### config.mk
export PLATFORM = sky130hd
export DESIGN_NAME = triangle_edge_function_rasterizer_core
export DESIGN_NICKNAME = d
export VERILOG_FILES = /design/src/sv/tefr_pkg.sv /design/src/sv/tefr_queue.sv /design/src/sv/tefr_front.sv /design/src/sv/tefr_back.sv /design/src/sv/triangle_edge_function_rasterizer_core.sv
export SDC_FILE = /design/constraint.sdc
export NUM_CORES = 2
export LEC_CHECK = 0
export ABC_AREA = 1
export BUFFER_PORTS_ARGS = -buffer_cell sky130_fd_sc_hd__buf_2
export CORE_MARGIN = 5
export CORE_UTILIZATION = 55
export CTS_CLUSTER_SIZE = 8
export DETAILED_ROUTE_END_ITERATION = 12
export PLACE_DENSITY = 0.75
export SLEW_MARGIN = 10
export SYNTH_ARGS = -nofsm -noshare
export SYNTH_HDL_FRONTEND = slang
export SYNTH_SLANG_ARGS = --single-unit
### constraint.sdc
create_clock -name i_clk -period 13.8 [get_ports i_clk]
set_clock_uncertainty 0.2 [all_clocks]
set_input_delay 1.38 -clock i_clk [delete_from_list [all_inputs] [get_ports i_clk]]
set_output_delay 1.38 -clock i_clk [all_outputs]
set_load 0.01 [all_outputs]
### src/sv/tefr_pkg.sv
`timescale 1ns / 1ps
// ----------------------------------------------------------------------------
// tefr_pkg
// Shared constants and types of the edge-function triangle rasterizer.
// ----------------------------------------------------------------------------
package tefr_pkg;

    localparam int FH_W = 13;
    localparam logic [FH_W-1:0] FH_RESET = 13'd480;
    localparam int PY_W = 14;
    localparam int RED_W = 8;
    localparam logic [RED_W-1:0] RED_SAT = 8'd255;

    // input item modes
    localparam logic MODE_LOAD    = 1'b0;
    localparam logic MODE_ADVANCE = 1'b1;

    // command kinds in the queue
    localparam logic CMD_LOAD  = 1'b0;
    localparam logic CMD_PIXEL = 1'b1;

    typedef struct packed {
        logic full;
        logic empty;
    } t_fifo_flags;

endpackage

### src/sv/tefr_queue.sv
`timescale 1ns / 1ps
// ----------------------------------------------------------------------------
// tefr_queue
// Two-entry command queue between the scan front and the shading back.
// ----------------------------------------------------------------------------
module tefr_queue import tefr_pkg::*; #(
    parameter int W = 8
) (
    input  logic         i_clk,
    input  logic         i_rst_n,
    input  logic         i_push,
    input  logic [W-1:0] i_data,
    input  logic         i_pop,
    output logic [W-1:0] o_data,
    output t_fifo_flags  o_flags
);

    logic [W-1:0] r_mem [2];
    logic         r_wp, r_rp;
    logic [1:0]   r_cnt;
    logic         w_push, w_pop;

    assign w_push = i_push && (r_cnt != 2'd2);
    assign w_pop  = i_pop && (r_cnt != 2'd0);
    assign o_data = r_mem[r_rp];
    assign o_flags.full  = (r_cnt == 2'd2);
    assign o_flags.empty = (r_cnt == 2'd0);

    // store entries
    always_ff @(posedge i_clk) begin
        if (w_push) begin
            r_mem[r_wp] <= i_data;
        end
    end

    // advance pointers and count
    always_ff @(posedge i_clk) begin
        if (!i_rst_n) begin
            r_wp  <= 1'b0;
            r_rp  <= 1'b0;
            r_cnt <= 2'd0;
        end else begin
            if (w_push) r_wp <= ~r_wp;
            if (w_pop)  r_rp <= ~r_rp;
            if (w_push && !w_pop) r_cnt <= r_cnt + 2'd1;
            else if (w_pop && !w_push) r_cnt <= r_cnt - 2'd1;
        end
    end

endmodule

### src/sv/tefr_front.sv
`timescale 1ns / 1ps
// ----------------------------------------------------------------------------
// tefr_front
// Accepts items, forms the bounding box and walks the scan, queueing commands.
// ----------------------------------------------------------------------------
module tefr_front import tefr_pkg::*; #(
    parameter int FRAC = 4,
    parameter int INT  = 12,
    parameter int CW   = FRAC + INT,
    parameter int CMDW = 2 + 2 * INT + PY_W + 6 * CW + 3 * RED_W
) (
    input  logic                   i_clk,
    input  logic                   i_rst_n,
    input  logic                   i_in_valid,
    output logic                   o_in_stall,
    input  logic                   i_mode,
    input  logic signed [CW-1:0]   i_vert0_x,
    input  logic signed [CW-1:0]   i_vert0_y,
    input  logic signed [CW-1:0]   i_vert1_x,
    input  logic signed [CW-1:0]   i_vert1_y,
    input  logic signed [CW-1:0]   i_vert2_x,
    input  logic signed [CW-1:0]   i_vert2_y,
    input  logic [RED_W-1:0]       i_red0,
    input  logic [RED_W-1:0]       i_red1,
    input  logic [RED_W-1:0]       i_red2,
    input  logic [FH_W-1:0]        i_frame_height,
    input  t_fifo_flags            i_flags,
    output logic                   o_push,
    output logic [CMDW-1:0]        o_cmd
);

    localparam logic [CW-1:0] FMASK = CW'((1 << FRAC) - 1);

    logic signed [INT-1:0] r_bx_min, r_bx_max, r_by_min, r_by_max;
    logic signed [INT-1:0] r_sx, r_sy;
    logic                  r_active;
    logic signed [INT-1:0] n_sx, n_sy;
    logic                  n_active, w_last, w_accept;
    logic signed [INT-1:0] w_bx_min, w_bx_max, w_by_min, w_by_max;
    logic [PY_W-1:0]       w_fy;

    function automatic logic signed [INT-1:0] f_to_pixel(input logic signed [CW-1:0] v);
        logic signed [CW-1:0] q;
        q = v >>> FRAC;
        if (v[CW-1] && ((v & FMASK) != '0)) q = q + CW'(1);
        return INT'(q);
    endfunction

    function automatic logic signed [CW-1:0] f_min3(input logic signed [CW-1:0] a,
                                                    input logic signed [CW-1:0] b,
                                                    input logic signed [CW-1:0] c);
        logic signed [CW-1:0] m;
        m = (a < b) ? a : b;
        return (m < c) ? m : c;
    endfunction

    function automatic logic signed [CW-1:0] f_max3(input logic signed [CW-1:0] a,
                                                    input logic signed [CW-1:0] b,
                                                    input logic signed [CW-1:0] c);
        logic signed [CW-1:0] m;
        m = (a > b) ? a : b;
        return (m > c) ? m : c;
    endfunction

    assign o_in_stall = i_flags.full;
    assign w_accept   = i_in_valid && !i_flags.full;

    // bounding box of the incoming triangle
    assign w_bx_min = f_to_pixel(f_min3(i_vert0_x, i_vert1_x, i_vert2_x));
    assign w_bx_max = f_to_pixel(f_max3(i_vert0_x, i_vert1_x, i_vert2_x));
    assign w_by_min = f_to_pixel(f_min3(i_vert0_y, i_vert1_y, i_vert2_y));
    assign w_by_max = f_to_pixel(f_max3(i_vert0_y, i_vert1_y, i_vert2_y));

    assign w_fy = PY_W'(i_frame_height) - PY_W'(r_sy);

    // next scan position
    always_comb begin
        n_sx = r_sx;
        n_sy = r_sy;
        n_active = r_active;
        w_last = 1'b0;
        if (r_sy < r_by_max) begin
            n_sy = r_sy + INT'(1);
        end else if (r_sx < r_bx_max) begin
            n_sy = r_by_min;
            n_sx = r_sx + INT'(1);
        end else begin
            w_last = 1'b1;
            n_active = 1'b0;
        end
    end

    // build the command for the queue
    always_comb begin
        o_push = 1'b0;
        o_cmd  = {CMD_PIXEL, w_last, r_sx, r_sy, w_fy,
                  i_vert0_x, i_vert0_y, i_vert1_x, i_vert1_y, i_vert2_x, i_vert2_y,
                  i_red0, i_red1, i_red2};
        if (w_accept) begin
            if (i_mode == MODE_LOAD) begin
                o_push = 1'b1;
                o_cmd[CMDW-1] = CMD_LOAD;
            end else begin
                o_push = r_active;
            end
        end
    end

    // hold box and scan position
    always_ff @(posedge i_clk) begin
        if (!i_rst_n) begin
            r_active <= 1'b0;
            r_bx_min <= '0;
            r_bx_max <= '0;
            r_by_min <= '0;
            r_by_max <= '0;
            r_sx     <= '0;
            r_sy     <= '0;
        end else if (w_accept) begin
            if (i_mode == MODE_LOAD) begin
                r_bx_min <= w_bx_min;
                r_bx_max <= w_bx_max;
                r_by_min <= w_by_min;
                r_by_max <= w_by_max;
                r_sx     <= w_bx_min;
                r_sy     <= w_by_min;
                r_active <= 1'b1;
            end else if (r_active) begin
                r_sx     <= n_sx;
                r_sy     <= n_sy;
                r_active <= n_active;
            end
        end
    end

endmodule

### src/sv/tefr_back.sv
`timescale 1ns / 1ps
// ----------------------------------------------------------------------------
// tefr_back
// Evaluates edge functions with one shared multiplier and divides for red.
// ----------------------------------------------------------------------------
module tefr_back import tefr_pkg::*; #(
    parameter int FRAC = 4,
    parameter int INT  = 12,
    parameter int CW   = FRAC + INT,
    parameter int CMDW = 2 + 2 * INT + PY_W + 6 * CW + 3 * RED_W
) (
    input  logic                   i_clk,
    input  logic                   i_rst_n,
    input  t_fifo_flags            i_flags,
    input  logic [CMDW-1:0]        i_cmd,
    output logic                   o_pop,
    output logic                   o_out_valid,
    input  logic                   i_out_stall,
    output logic signed [INT-1:0]  o_pixel_x,
    output logic signed [PY_W-1:0] o_pixel_y,
    output logic                   o_covered,
    output logic [RED_W-1:0]       o_red_out,
    output logic                   o_divide_fault,
    output logic                   o_last
);

    localparam int DW = CW + 1;
    localparam int EW = 2 * CW + 3;
    localparam int AW = 2 * CW + 4;
    localparam int PW = 2 * CW + 12;
    localparam int NW = 2 * CW + 13;
    localparam int RED_OFS = 0;
    localparam int CRD_OFS = 3 * RED_W;
    localparam int FY_OFS  = CRD_OFS + 6 * CW;
    localparam int Y_OFS   = FY_OFS + PY_W;
    localparam int X_OFS   = Y_OFS + INT;
    localparam int LAST_BIT = X_OFS + INT;
    localparam int KIND_BIT = LAST_BIT + 1;

    localparam logic [2:0] S_IDLE = 3'd0;
    localparam logic [2:0] S_MUL  = 3'd1;
    localparam logic [2:0] S_ACC  = 3'd2;
    localparam logic [2:0] S_CHK  = 3'd3;
    localparam logic [2:0] S_DIV  = 3'd4;
    localparam logic [2:0] S_OUT  = 3'd5;

    logic [2:0]            r_state;
    logic [3:0]            r_k;
    logic                  r_load;
    logic signed [CW-1:0]  r_vx [3];
    logic signed [CW-1:0]  r_vy [3];
    logic [RED_W-1:0]      r_red [3];
    logic signed [CW-1:0]  r_px, r_py;
    logic signed [AW-1:0]  r_area;
    logic signed [AW-1:0]  r_acc;
    logic signed [EW-1:0]  r_e [3];
    logic signed [PW-1:0]  r_prod;
    logic signed [NW-1:0]  r_num;
    logic [NW-1:0]         r_rem, r_dv;
    logic [RED_W-1:0]      r_q;
    logic                  r_cov, r_fault;
    logic signed [INT-1:0] r_x;
    logic [PY_W-1:0]       r_fy;
    logic                  r_lst;
    logic                  r_ov;
    logic signed [INT-1:0] r_ox;
    logic [PY_W-1:0]       r_oy;
    logic                  r_ocov, r_ofault, r_olast;
    logic [RED_W-1:0]      r_ored;

    logic signed [EW-1:0]    w_a;
    logic signed [DW-1:0]    w_b;
    logic signed [EW+DW-1:0] w_full;
    logic signed [EW-1:0]    w_esum;
    logic                    w_cov, w_fault, w_ge;
    logic [NW-1:0]           w_area_u;
    logic signed [INT-1:0]   w_cx, w_cy;

    assign o_pop = (r_state == S_IDLE) && !i_flags.empty;
    assign w_cx  = i_cmd[X_OFS +: INT];
    assign w_cy  = i_cmd[Y_OFS +: INT];

    // select multiplier operands for the current step
    always_comb begin
        w_a = '0;
        w_b = '0;
        unique case (r_k)
            4'd0: begin w_a = EW'(DW'(r_vy[1]) - DW'(r_vy[0])); w_b = DW'(r_px) - DW'(r_vx[0]); end
            4'd1: begin w_a = EW'(DW'(r_vx[1]) - DW'(r_vx[0])); w_b = DW'(r_py) - DW'(r_vy[0]); end
            4'd2: begin w_a = EW'(DW'(r_vy[2]) - DW'(r_vy[1])); w_b = DW'(r_px) - DW'(r_vx[1]); end
            4'd3: begin w_a = EW'(DW'(r_vx[2]) - DW'(r_vx[1])); w_b = DW'(r_py) - DW'(r_vy[1]); end
            4'd4: begin w_a = EW'(DW'(r_vy[0]) - DW'(r_vy[2])); w_b = DW'(r_px) - DW'(r_vx[2]); end
            4'd5: begin w_a = EW'(DW'(r_vx[0]) - DW'(r_vx[2])); w_b = DW'(r_py) - DW'(r_vy[2]); end
            4'd6: begin w_a = r_e[1]; w_b = DW'(signed'({1'b0, r_red[0]})); end
            4'd7: begin w_a = r_e[2]; w_b = DW'(signed'({1'b0, r_red[1]})); end
            4'd8: begin w_a = r_e[0]; w_b = DW'(signed'({1'b0, r_red[2]})); end
            default: begin w_a = '0; w_b = '0; end
        endcase
    end

    assign w_full   = w_a * w_b;
    assign w_esum   = EW'(r_acc) + EW'(r_prod);
    assign w_cov    = !r_e[0][EW-1] && !r_e[1][EW-1] && !r_e[2][EW-1];
    assign w_fault  = w_cov && (r_area[AW-1] || (r_area == '0));
    assign w_area_u = NW'(unsigned'(r_area));
    assign w_ge     = (r_rem >= r_dv);

    // sequence one command through multiply, check and divide
    always_ff @(posedge i_clk) begin
        if (!i_rst_n) begin
            r_state <= S_IDLE;
            r_k     <= '0;
            r_ov    <= 1'b0;
        end else begin
            if (r_ov && !i_out_stall) r_ov <= 1'b0;
            unique case (r_state)
                S_IDLE: begin
                    if (!i_flags.empty) begin
                        r_state <= S_MUL;
                        if (i_cmd[KIND_BIT] == CMD_LOAD) begin
                            r_load <= 1'b1;
                            r_k    <= 4'd2;
                            r_vx[0] <= i_cmd[CRD_OFS + 5 * CW +: CW];
                            r_vy[0] <= i_cmd[CRD_OFS + 4 * CW +: CW];
                            r_vx[1] <= i_cmd[CRD_OFS + 3 * CW +: CW];
                            r_vy[1] <= i_cmd[CRD_OFS + 2 * CW +: CW];
                            r_vx[2] <= i_cmd[CRD_OFS + CW +: CW];
                            r_vy[2] <= i_cmd[CRD_OFS +: CW];
                            r_px    <= i_cmd[CRD_OFS + 5 * CW +: CW];
                            r_py    <= i_cmd[CRD_OFS + 4 * CW +: CW];
                            r_red[0] <= i_cmd[RED_OFS + 2 * RED_W +: RED_W];
                            r_red[1] <= i_cmd[RED_OFS + RED_W +: RED_W];
                            r_red[2] <= i_cmd[RED_OFS +: RED_W];
                        end else begin
                            r_load <= 1'b0;
                            r_k    <= 4'd0;
                            r_px   <= CW'(w_cx) <<< FRAC;
                            r_py   <= CW'(w_cy) <<< FRAC;
                            r_x    <= w_cx;
                            r_fy   <= i_cmd[FY_OFS +: PY_W];
                            r_lst  <= i_cmd[LAST_BIT];
                        end
                    end
                end
                S_MUL: begin
                    r_prod  <= PW'(w_full);
                    r_state <= S_ACC;
                end
                S_ACC: begin
                    // even steps start an edge, odd steps finish it
                    if (r_k < 4'd6) begin
                        if (!r_k[0]) begin
                            r_acc <= -AW'(r_prod);
                        end else if (r_load) begin
                            r_area <= r_acc + AW'(r_prod);
                        end else begin
                            unique case (r_k[2:1])
                                2'd0: r_e[0] <= w_esum;
                                2'd1: r_e[1] <= w_esum;
                                default: r_e[2] <= w_esum;
                            endcase
                        end
                    end else if (r_k == 4'd6) begin
                        r_num <= NW'(r_prod);
                    end else begin
                        r_num <= r_num + NW'(r_prod);
                    end
                    if (r_load && r_k == 4'd3) begin
                        r_state <= S_IDLE;
                    end else if (r_k == 4'd8) begin
                        r_state <= S_CHK;
                    end else begin
                        r_k     <= r_k + 4'd1;
                        r_state <= S_MUL;
                    end
                end
                S_CHK: begin
                    r_cov   <= w_cov;
                    r_fault <= w_fault;
                    r_rem   <= unsigned'(r_num);
                    r_dv    <= w_area_u << (RED_W - 1);
                    r_k     <= 4'd7;
                    if (!w_cov || w_fault) begin
                        r_q     <= '0;
                        r_state <= S_OUT;
                    end else if (unsigned'(r_num) >= (w_area_u << RED_W)) begin
                        r_q     <= RED_SAT;
                        r_state <= S_OUT;
                    end else begin
                        r_q     <= '0;
                        r_state <= S_DIV;
                    end
                end
                S_DIV: begin
                    // one quotient bit per cycle, high bit first
                    if (w_ge) r_rem <= r_rem - r_dv;
                    r_dv <= r_dv >> 1;
                    r_q  <= {r_q[RED_W-2:0], w_ge};
                    r_k  <= r_k - 4'd1;
                    if (r_k == 4'd0) r_state <= S_OUT;
                end
                S_OUT: begin
                    if (!r_ov || !i_out_stall) begin
                        r_ov    <= 1'b1;
                        r_state <= S_IDLE;
                    end
                end
                default: r_state <= S_IDLE;
            endcase
        end
    end

    // output register
    always_ff @(posedge i_clk) begin
        if (r_state == S_OUT && (!r_ov || !i_out_stall)) begin
            r_ox     <= r_x;
            r_oy     <= r_fy;
            r_ocov   <= r_cov;
            r_ored   <= r_q;
            r_ofault <= r_fault;
            r_olast  <= r_lst;
        end
    end

    assign o_out_valid    = r_ov;
    assign o_pixel_x      = r_ox;
    assign o_pixel_y      = signed'(r_oy);
    assign o_covered      = r_ocov;
    assign o_red_out      = r_ored;
    assign o_divide_fault = r_ofault;
    assign o_last         = r_olast;

endmodule

### src/sv/triangle_edge_function_rasterizer_core.sv
`timescale 1ns / 1ps
// A load holds the shading unit while it computes the triangle area; a pixel passes from
// transfer to result through 9 multiplies on one shared multiplier, a check, the
// bit-serial divide when needed and the output register.
// The shading unit pops a new command only from idle, once it is through with the last;
// a 2-entry queue decouples input from shading.
// Reset (synchronous, active low) clears scan, queue and output valid; frame height 480.
// ----------------------------------------------------------------------------
// triangle_edge_function_rasterizer_core
// Half-space triangle rasterizer with barycentric red interpolation.
// ----------------------------------------------------------------------------
module triangle_edge_function_rasterizer_core import tefr_pkg::*; #(
    parameter int COORD_FRAC_BITS = 4,
    parameter int COORD_INT_BITS  = 12
) (
    input  logic                                              i_clk,
    input  logic                                              i_rst_n,
    input  logic                                              i_cfg_we,
    input  logic [FH_W-1:0]                                   i_cfg_data,
    input  logic                                              i_in_valid,
    output logic                                              o_in_stall,
    input  logic                                              i_mode,
    input  logic signed [COORD_FRAC_BITS+COORD_INT_BITS-1:0]  i_vert0_x,
    input  logic signed [COORD_FRAC_BITS+COORD_INT_BITS-1:0]  i_vert0_y,
    input  logic signed [COORD_FRAC_BITS+COORD_INT_BITS-1:0]  i_vert1_x,
    input  logic signed [COORD_FRAC_BITS+COORD_INT_BITS-1:0]  i_vert1_y,
    input  logic signed [COORD_FRAC_BITS+COORD_INT_BITS-1:0]  i_vert2_x,
    input  logic signed [COORD_FRAC_BITS+COORD_INT_BITS-1:0]  i_vert2_y,
    input  logic [RED_W-1:0]                                  i_red0,
    input  logic [RED_W-1:0]                                  i_red1,
    input  logic [RED_W-1:0]                                  i_red2,
    output logic                                              o_out_valid,
    input  logic                                              i_out_stall,
    output logic signed [COORD_INT_BITS-1:0]                  o_pixel_x,
    output logic signed [PY_W-1:0]                            o_pixel_y,
    output logic                                              o_covered,
    output logic [RED_W-1:0]                                  o_red_out,
    output logic                                              o_divide_fault,
    output logic                                              o_last
);

    localparam int CW   = COORD_FRAC_BITS + COORD_INT_BITS;
    localparam int CMDW = 2 + 2 * COORD_INT_BITS + PY_W + 6 * CW + 3 * RED_W;

    logic [FH_W-1:0] r_frame_height;
    logic            w_push, w_pop;
    logic [CMDW-1:0] w_cmd_in, w_cmd_out;
    t_fifo_flags     w_flags;

    // frame height register
    always_ff @(posedge i_clk) begin
        if (!i_rst_n) begin
            r_frame_height <= FH_RESET;
        end else if (i_cfg_we) begin
            r_frame_height <= i_cfg_data;
        end
    end

    tefr_front #(.FRAC(COORD_FRAC_BITS), .INT(COORD_INT_BITS)) u_front (
        .i_clk, .i_rst_n, .i_in_valid, .o_in_stall, .i_mode,
        .i_vert0_x, .i_vert0_y, .i_vert1_x, .i_vert1_y, .i_vert2_x, .i_vert2_y,
        .i_red0, .i_red1, .i_red2,
        .i_frame_height(r_frame_height),
        .i_flags(w_flags),
        .o_push(w_push),
        .o_cmd(w_cmd_in)
    );

    tefr_queue #(.W(CMDW)) u_queue (
        .i_clk, .i_rst_n,
        .i_push(w_push), .i_data(w_cmd_in),
        .i_pop(w_pop), .o_data(w_cmd_out),
        .o_flags(w_flags)
    );

    tefr_back #(.FRAC(COORD_FRAC_BITS), .INT(COORD_INT_BITS)) u_back (
        .i_clk, .i_rst_n,
        .i_flags(w_flags), .i_cmd(w_cmd_out), .o_pop(w_pop),
        .o_out_valid, .i_out_stall,
        .o_pixel_x, .o_pixel_y, .o_covered, .o_red_out, .o_divide_fault, .o_last
    );

endmodule

# Word-level counts from Yosys, hierarchy flattened
# Memory sizes are Yosys's and may differ from the RTL's. A register that Yosys moved wholly into a read port is not among the register bits.
# Index checks and enable logic that the tools add are counted.
[word_totals] reg_bits=444 mem_bits_rw=545 inputBits=139 output_inout_bits=39 wordCells=269 n_memories=5
[memory_table] memory="u_queue.r_mem" words=2 width=160 rd=1 rd_clocked_by_memory_dff=1 wr=1 line_no="tefr_queue.sv:18" text="logic [W-1:0] r_mem [2];"
[memory_table] memory="u_back.r_e" words=3 width=35 rd=3 rd_clocked_by_memory_dff=0 wr=1 line_no="tefr_back.sv:56" text="logic signed [EW-1:0] r_e [3];"
[memory_table] memory="u_back.r_vx" words=3 width=16 rd=3 rd_clocked_by_memory_dff=0 wr=3 line_no="tefr_back.sv:50" text="logic signed [CW-1:0] r_vx [3];"
[memory_table] memory="u_back.r_vy" words=3 width=16 rd=3 rd_clocked_by_memory_dff=0 wr=3 line_no="tefr_back.sv:51" text="logic signed [CW-1:0] r_vy [3];"
[memory_table] memory="u_back.r_red" words=3 width=8 rd=3 rd_clocked_by_memory_dff=0 wr=3 line_no="tefr_back.sv:52" text="logic [RED_W-1:0] r_red [3];"
[classes] n_addsub=28 n_mul=1 order_cmp=13 eq_ne=26 n_mux=95 n_bitwise=6 n_reduce_logical=59
[op_table] cell="one-hot mux 35 bit (9 select lines)" count=1
[op_table] cell="subtractor 16 x 16 -> 17 bit" count=12
[op_table] cell="one-hot mux 45 bit (2 select lines)" count=2
[op_table] cell="two-way mux 16 bit" count=10
[op_table] cell="one-hot mux 17 bit (9 select lines)" count=1
[op_table] cell="two-way mux 12 bit" count=12
[op_table] cell="two-way mux 45 bit" count=2
[op_table] cell="adder 12 x 2 -> 12 bit (second input constant)" count=6
[op_table] cell="two-way mux 35 bit" count=2
[op_table] cell="OR reduction 35 bit" count=2
[op_table] cell="greater-than comparator 16 bit" count=4
[op_table] cell="less-than comparator 16 bit" count=4
[op_table] cell="nonzero test 16 bit" count=4
[op_table] cell="two-way mux 1 bit" count=46
[op_table] cell="adder 45 x 44 -> 45 bit" count=1
[op_table] cell="greater-or-equal comparator 45 x 44 -> 1 bit" count=1
[op_table] cell="greater-or-equal comparator 45 bit" count=1
[op_table] cell="subtractor 45 bit" count=1
[op_table] cell="multiplier 35 x 17 -> 44 bit" count=1
[op_table] cell="adder 36 bit" count=1
[op_table] cell="zero test 36 bit" count=1
[op_table] cell="negator 36 bit" count=1
[op_table] cell="adder 35 bit" count=1
[op_table] cell="less-than comparator 12 bit" count=2
[op_table] cell="other kinds (39)" count=109

# Logic depth before layout (Yosys ltp)
[depth] ltp_word=11 depth_mapped=59 ltp_nobuf=58

# Hierarchy
# A second synthesis with hierarchy kept.
[unflattened] hier_cells=8484 area_unflattened_um2=77214.1
[modules_own_cells] module="tefr_back" instances=1 cells_each=6294 area_per_inst_um2=54542.3 seq_area_each_um2=17606.9
[modules_own_cells] module="tefr_queue" instances=1 cells_each=536 area_per_inst_um2=12192.9 seq_area_each_um2=9709.3
[modules_own_cells] module="tefr_front" instances=1 cells_each=1580 area_per_inst_um2=9968.3 seq_area_each_um2=1221.2
[modules_own_cells] module="triangle_edge_function_rasterizer_core" instances=1 cells_each=74 area_per_inst_um2=510.5 seq_area_each_um2=260.2

# Least setup slack after synthesis
# Ideal clock, no wire load.
[synth_timing] path_type="input port to flip-flop" startpoint="in i_rst_n" endpoint="mem u_back.r_red[0][0], enable pin" setup_time_ns=0.746 arrival_ns=9.780 t_required_ns=12.854 path_slack_ns=3.075 stages=3 path_buffers=1 cell_sequence="inv_1 > clkbuf_1 > nor3_1"
[synth_lines] element="start, declared" line_no="triangle_edge_function_rasterizer_core.sv:17" text="input logic i_rst_n,"
[synth_lines] element="end, declared" line_no="tefr_back.sv:52"

# Final worst setup path
[layout_timing] startpoint="reg u_back.r_k[0]" endpoint="reg u_back.r_prod[40] (data pin)"
[layout_between] elab_chain_len=3 elab_cells_between_ends=12 cone_classes="mul: 1; eq/ne: 8; mux: 2; reduce/logical: 1"
[layout_lines] element="start, declared" line_no="tefr_back.sv:48" text="logic [3:0] r_k;"
[layout_lines] element="start signal, assigned" line_no="tefr_back.sv:173" text="r_k <= r_k + 4'd1;"
[layout_lines] element="start signal, assigned" line_no="tefr_back.sv:199" text="r_k <= r_k - 4'd1;"
[layout_lines] element="equality test 4 bit, or another cell as far along" line_no="tefr_back.sv:87" text="unique case (r_k)"
[layout_lines] element="one-hot mux 35 bit (9 select lines) / one-hot mux 17 bit (9 select lines) (equally long branches)" line_no="tefr_back.sv:87"
[layout_lines] element="multiplier 35 x 17 -> 44 bit *" line_no="tefr_back.sv:101" text="assign w_full = w_a * w_b;"
[layout_lines] element="net u_back.w_full[40]" line_no="tefr_back.sv:73" text="logic signed [EW+DW-1:0] w_full;"
[layout_lines] element="end signal, assigned" line_no="tefr_back.sv:146" text="r_prod <= PW'(w_full);"
[layout_lines] element="end, declared" line_no="tefr_back.sv:57" text="logic signed [PW-1:0] r_prod;"
# The timed path passes the listed nets; every way through them passes the cells marked *.
# A chain may end at the register's enable or synchronous reset.

==> impl_metrics.toml <==
[worst_setup_path]
crit_start = "u_back.r_k[0]"
cp-end-kind = "flop"
critPathArrivalTime_ps = 12710
critPathKind = "reg -> reg"
cp_common_cell = "inv_1"
required_ps = 14070
crit_slowest_cell = "nor2_1"
start_kind = "flop"
crit_fanout = 24
reg2reg_from = "u_back.r_k[0]"
slowest_delay_ps = 850

[finish]
multi_input_area_mm2 = 0.0389
fill_cells = 11225
register_area_mm2 = 0.0288
area_delta_synth_final_pct = 9.67
drive_gt1_frac = 0.0651
nets = 9625

[yosys]
synth_edf_count = 901
synth_ff_type = "edfxtp_1"
async_flop_share = 0
yosysMostFrequentCell = "nand2_1"
synth_cell_types = 70
yosysTopAreaCell = "edfxtp_1"
synth_top_area_frac = 0.366
seq_area_frac_synth = 0.390
synth_area_mm2 = 0.0739
synth-seq-cells = 988
syn_avg_cell_area_um2 = 8.93
ys_top_cells_by_area = "edfxtp_1 (37%), fa_1 (14%), nand2_1 (10%)"
ys_warn_count = 0
syn_inst = 8271
syn_nets = 9453
yosys-top-cells-count = "nand2_1 (1968), inv_1 (1444), edfxtp_1 (901)"

[cts]
htreeDepth = 4
cts.sinks = 988
ctsHoldBuffers = 0
cts_buffers = 142
insertion_delay_ps = 780
cts_tree = "yes"
cts_buffer_depth = 3
cts_resized = 0
cts-root-buf = "clkbuf_16"
clk_pin_slew_ps = 50
cts_setup_buffers = 0

[hold_path]
hp-class = "reg -> reg"
hp-start = "u_back.r_fy[12]"

[die]
num_rows = 134
ios = 178
die_width_um = 377
start_util = 0.554
die_h_um = 377
dieArea_mm2 = 0.142
design.core.area_mm2 = 0.133

[timing]
hold-worst-slack_ps = 215
fmax_mhz = 80.4
setup_viol = 0
period_share = 0.901
rsz0062_at_grt = "false"
tns_ps = 0
setup_ws_ps = 1370
tightest_slew_ps = 1220
slew_viol_final = 0
layout_min_cycle_time_ps = 12430
hold_viol = 0
relSlewSlack = 0.178

[routing]
vias = 58908
drt-initial-drc-count = 5182
wl_um = 224000
vias_per_cell = 5.72
drc_errors = 0
drt_first_pass_iters = 8
ant_nets = 0
wl_per_cell_um = 21.7

[placed_design]
io_buffer_count = 177
pre_cts_ws_ps = 1650
hpwlAfterDp_um = 173000
gp_congestion = 1.01

[global_routing]
grt-ovfl-total = 0
grtUsageTotal = 0.313
antenna_found_initial = 7
grt_pass1_vias = 58601
grt_max_degree = 95
grt_pass1_wl_um = 340000

[status]
status = "finished clean"

[job]
max_cap_violations = 0
sequential cells by signal (all words and copies together), names as in the netlist, 13 cells and up, named ones only:
name / flops
u_back.r_e: 105
u_back.r_num: 45
r_frame_height: 13
u_back.r_acc: 36
u_back.r_px: 16
u_back.r_vx: 48
u_back.o_pixel_y: 14
u_back.r_prod: 44
u_queue.r_mem: 320
u_back.r_py: 16
u_back.r_rem: 45
u_back.r_dv: 43
u_back.r_red: 24
u_back.r_area: 36
u_back.r_fy: 14
u_back.r_vy: 48
cell families (layout without fill, tap and decap cells):
group	Yosys count	in the layout	synth area share
AOI/OAI and AO/OA	1423	1423	0.107
buffers and inverters	1692	1942	0.0866
adders and majority gates	1043	1043	0.228
and+or+nand+nor	2882	2882	0.160
other	0	6	0
xor gates and xnor gates	243	243	0.0288
DFF	988	988	0.390
cell type report:
type | count | share of cell area
diodes | 6 | 0.000185
clock buffers | 204 | 0.0467
clock inverters | 18 | 0.00457
inverters | 1464 | 0.0678
multi-input cells | 5591 | 0.480
flip-flops and latches | 988 | 0.355
well taps | 1768 | 0.0273
repair buffers | 256 | 0.0183
metrics by stage:
stage	std cells	area (µm²)	util
after floorplan	8271	73900	-
after global placement	10067	76900	0.576
after detailed placement	10067	76900	0.576
after CTS	10289	81000	0.607
after global routing	10293	81000	0.607
final	10295	81000	0.607
worst paths after layout:
| path | cells past startpoint | end | slack (ps) |
|---|---|---|---|
| worst min register to register | 0 | u_back.o_pixel_y[12] | 220 |
| worst min-delay path | 0 | u_back.o_pixel_y[12] | 220 |
| worst max register to register | 43 | u_back.r_prod[40] | 1370 |
| worst max-delay path | 43 | u_back.r_prod[40] | 1370 |
metal layers:
| metal | wire [µm] | vias up | global-route usage |
|---|---|---|---|
| met1 | 85200 | 28410 | 0.387 |
| met5 | 0 | - | 0 |
| li1 | - | 27372 | - |
| met2 | 106000 | 2537 | 0.521 |
| met3 | 17000 | 589 | 0.0505 |
| met4 | 15600 | 0 | 0.183 |
critical path, delay by kind of cell (launching register included):
kind	cells	cell delay [ps]
simple gates	10	2230
fa+ha+maj	10	3970
buf+inv	8	2320
compound gates	14	2970
flops	1	380
xor+xnor	1	100
cells in the final DEF (no fill, tap or decap), types with 31 or more instances in the layout:
cell,synthesis,final
o21ai_0,468,468
inv_1,1444,1442
edfxtp_1,901,901
clkbuf_16,0,142
o21ai_1,62,60
buf_4,3,79
a21oi_1,565,564
o211ai_1,31,31
clkbuf_1,193,62
nand4_1,66,66
xor2_1,155,155
nor3_1,70,63
buf_2,11,177
fa_1,503,503
nand2_1,1968,1968
o22ai_1,39,39
nand3_1,191,191
a31oi_1,64,64
or2_2,36,36
ha_1,540,540
dfxtp_1,87,86
nor2_1,463,451
xnor2_1,88,88
Power is not shown: default switching activity piles up to over one toggle a cycle in this logic, so the estimate is an artifact.
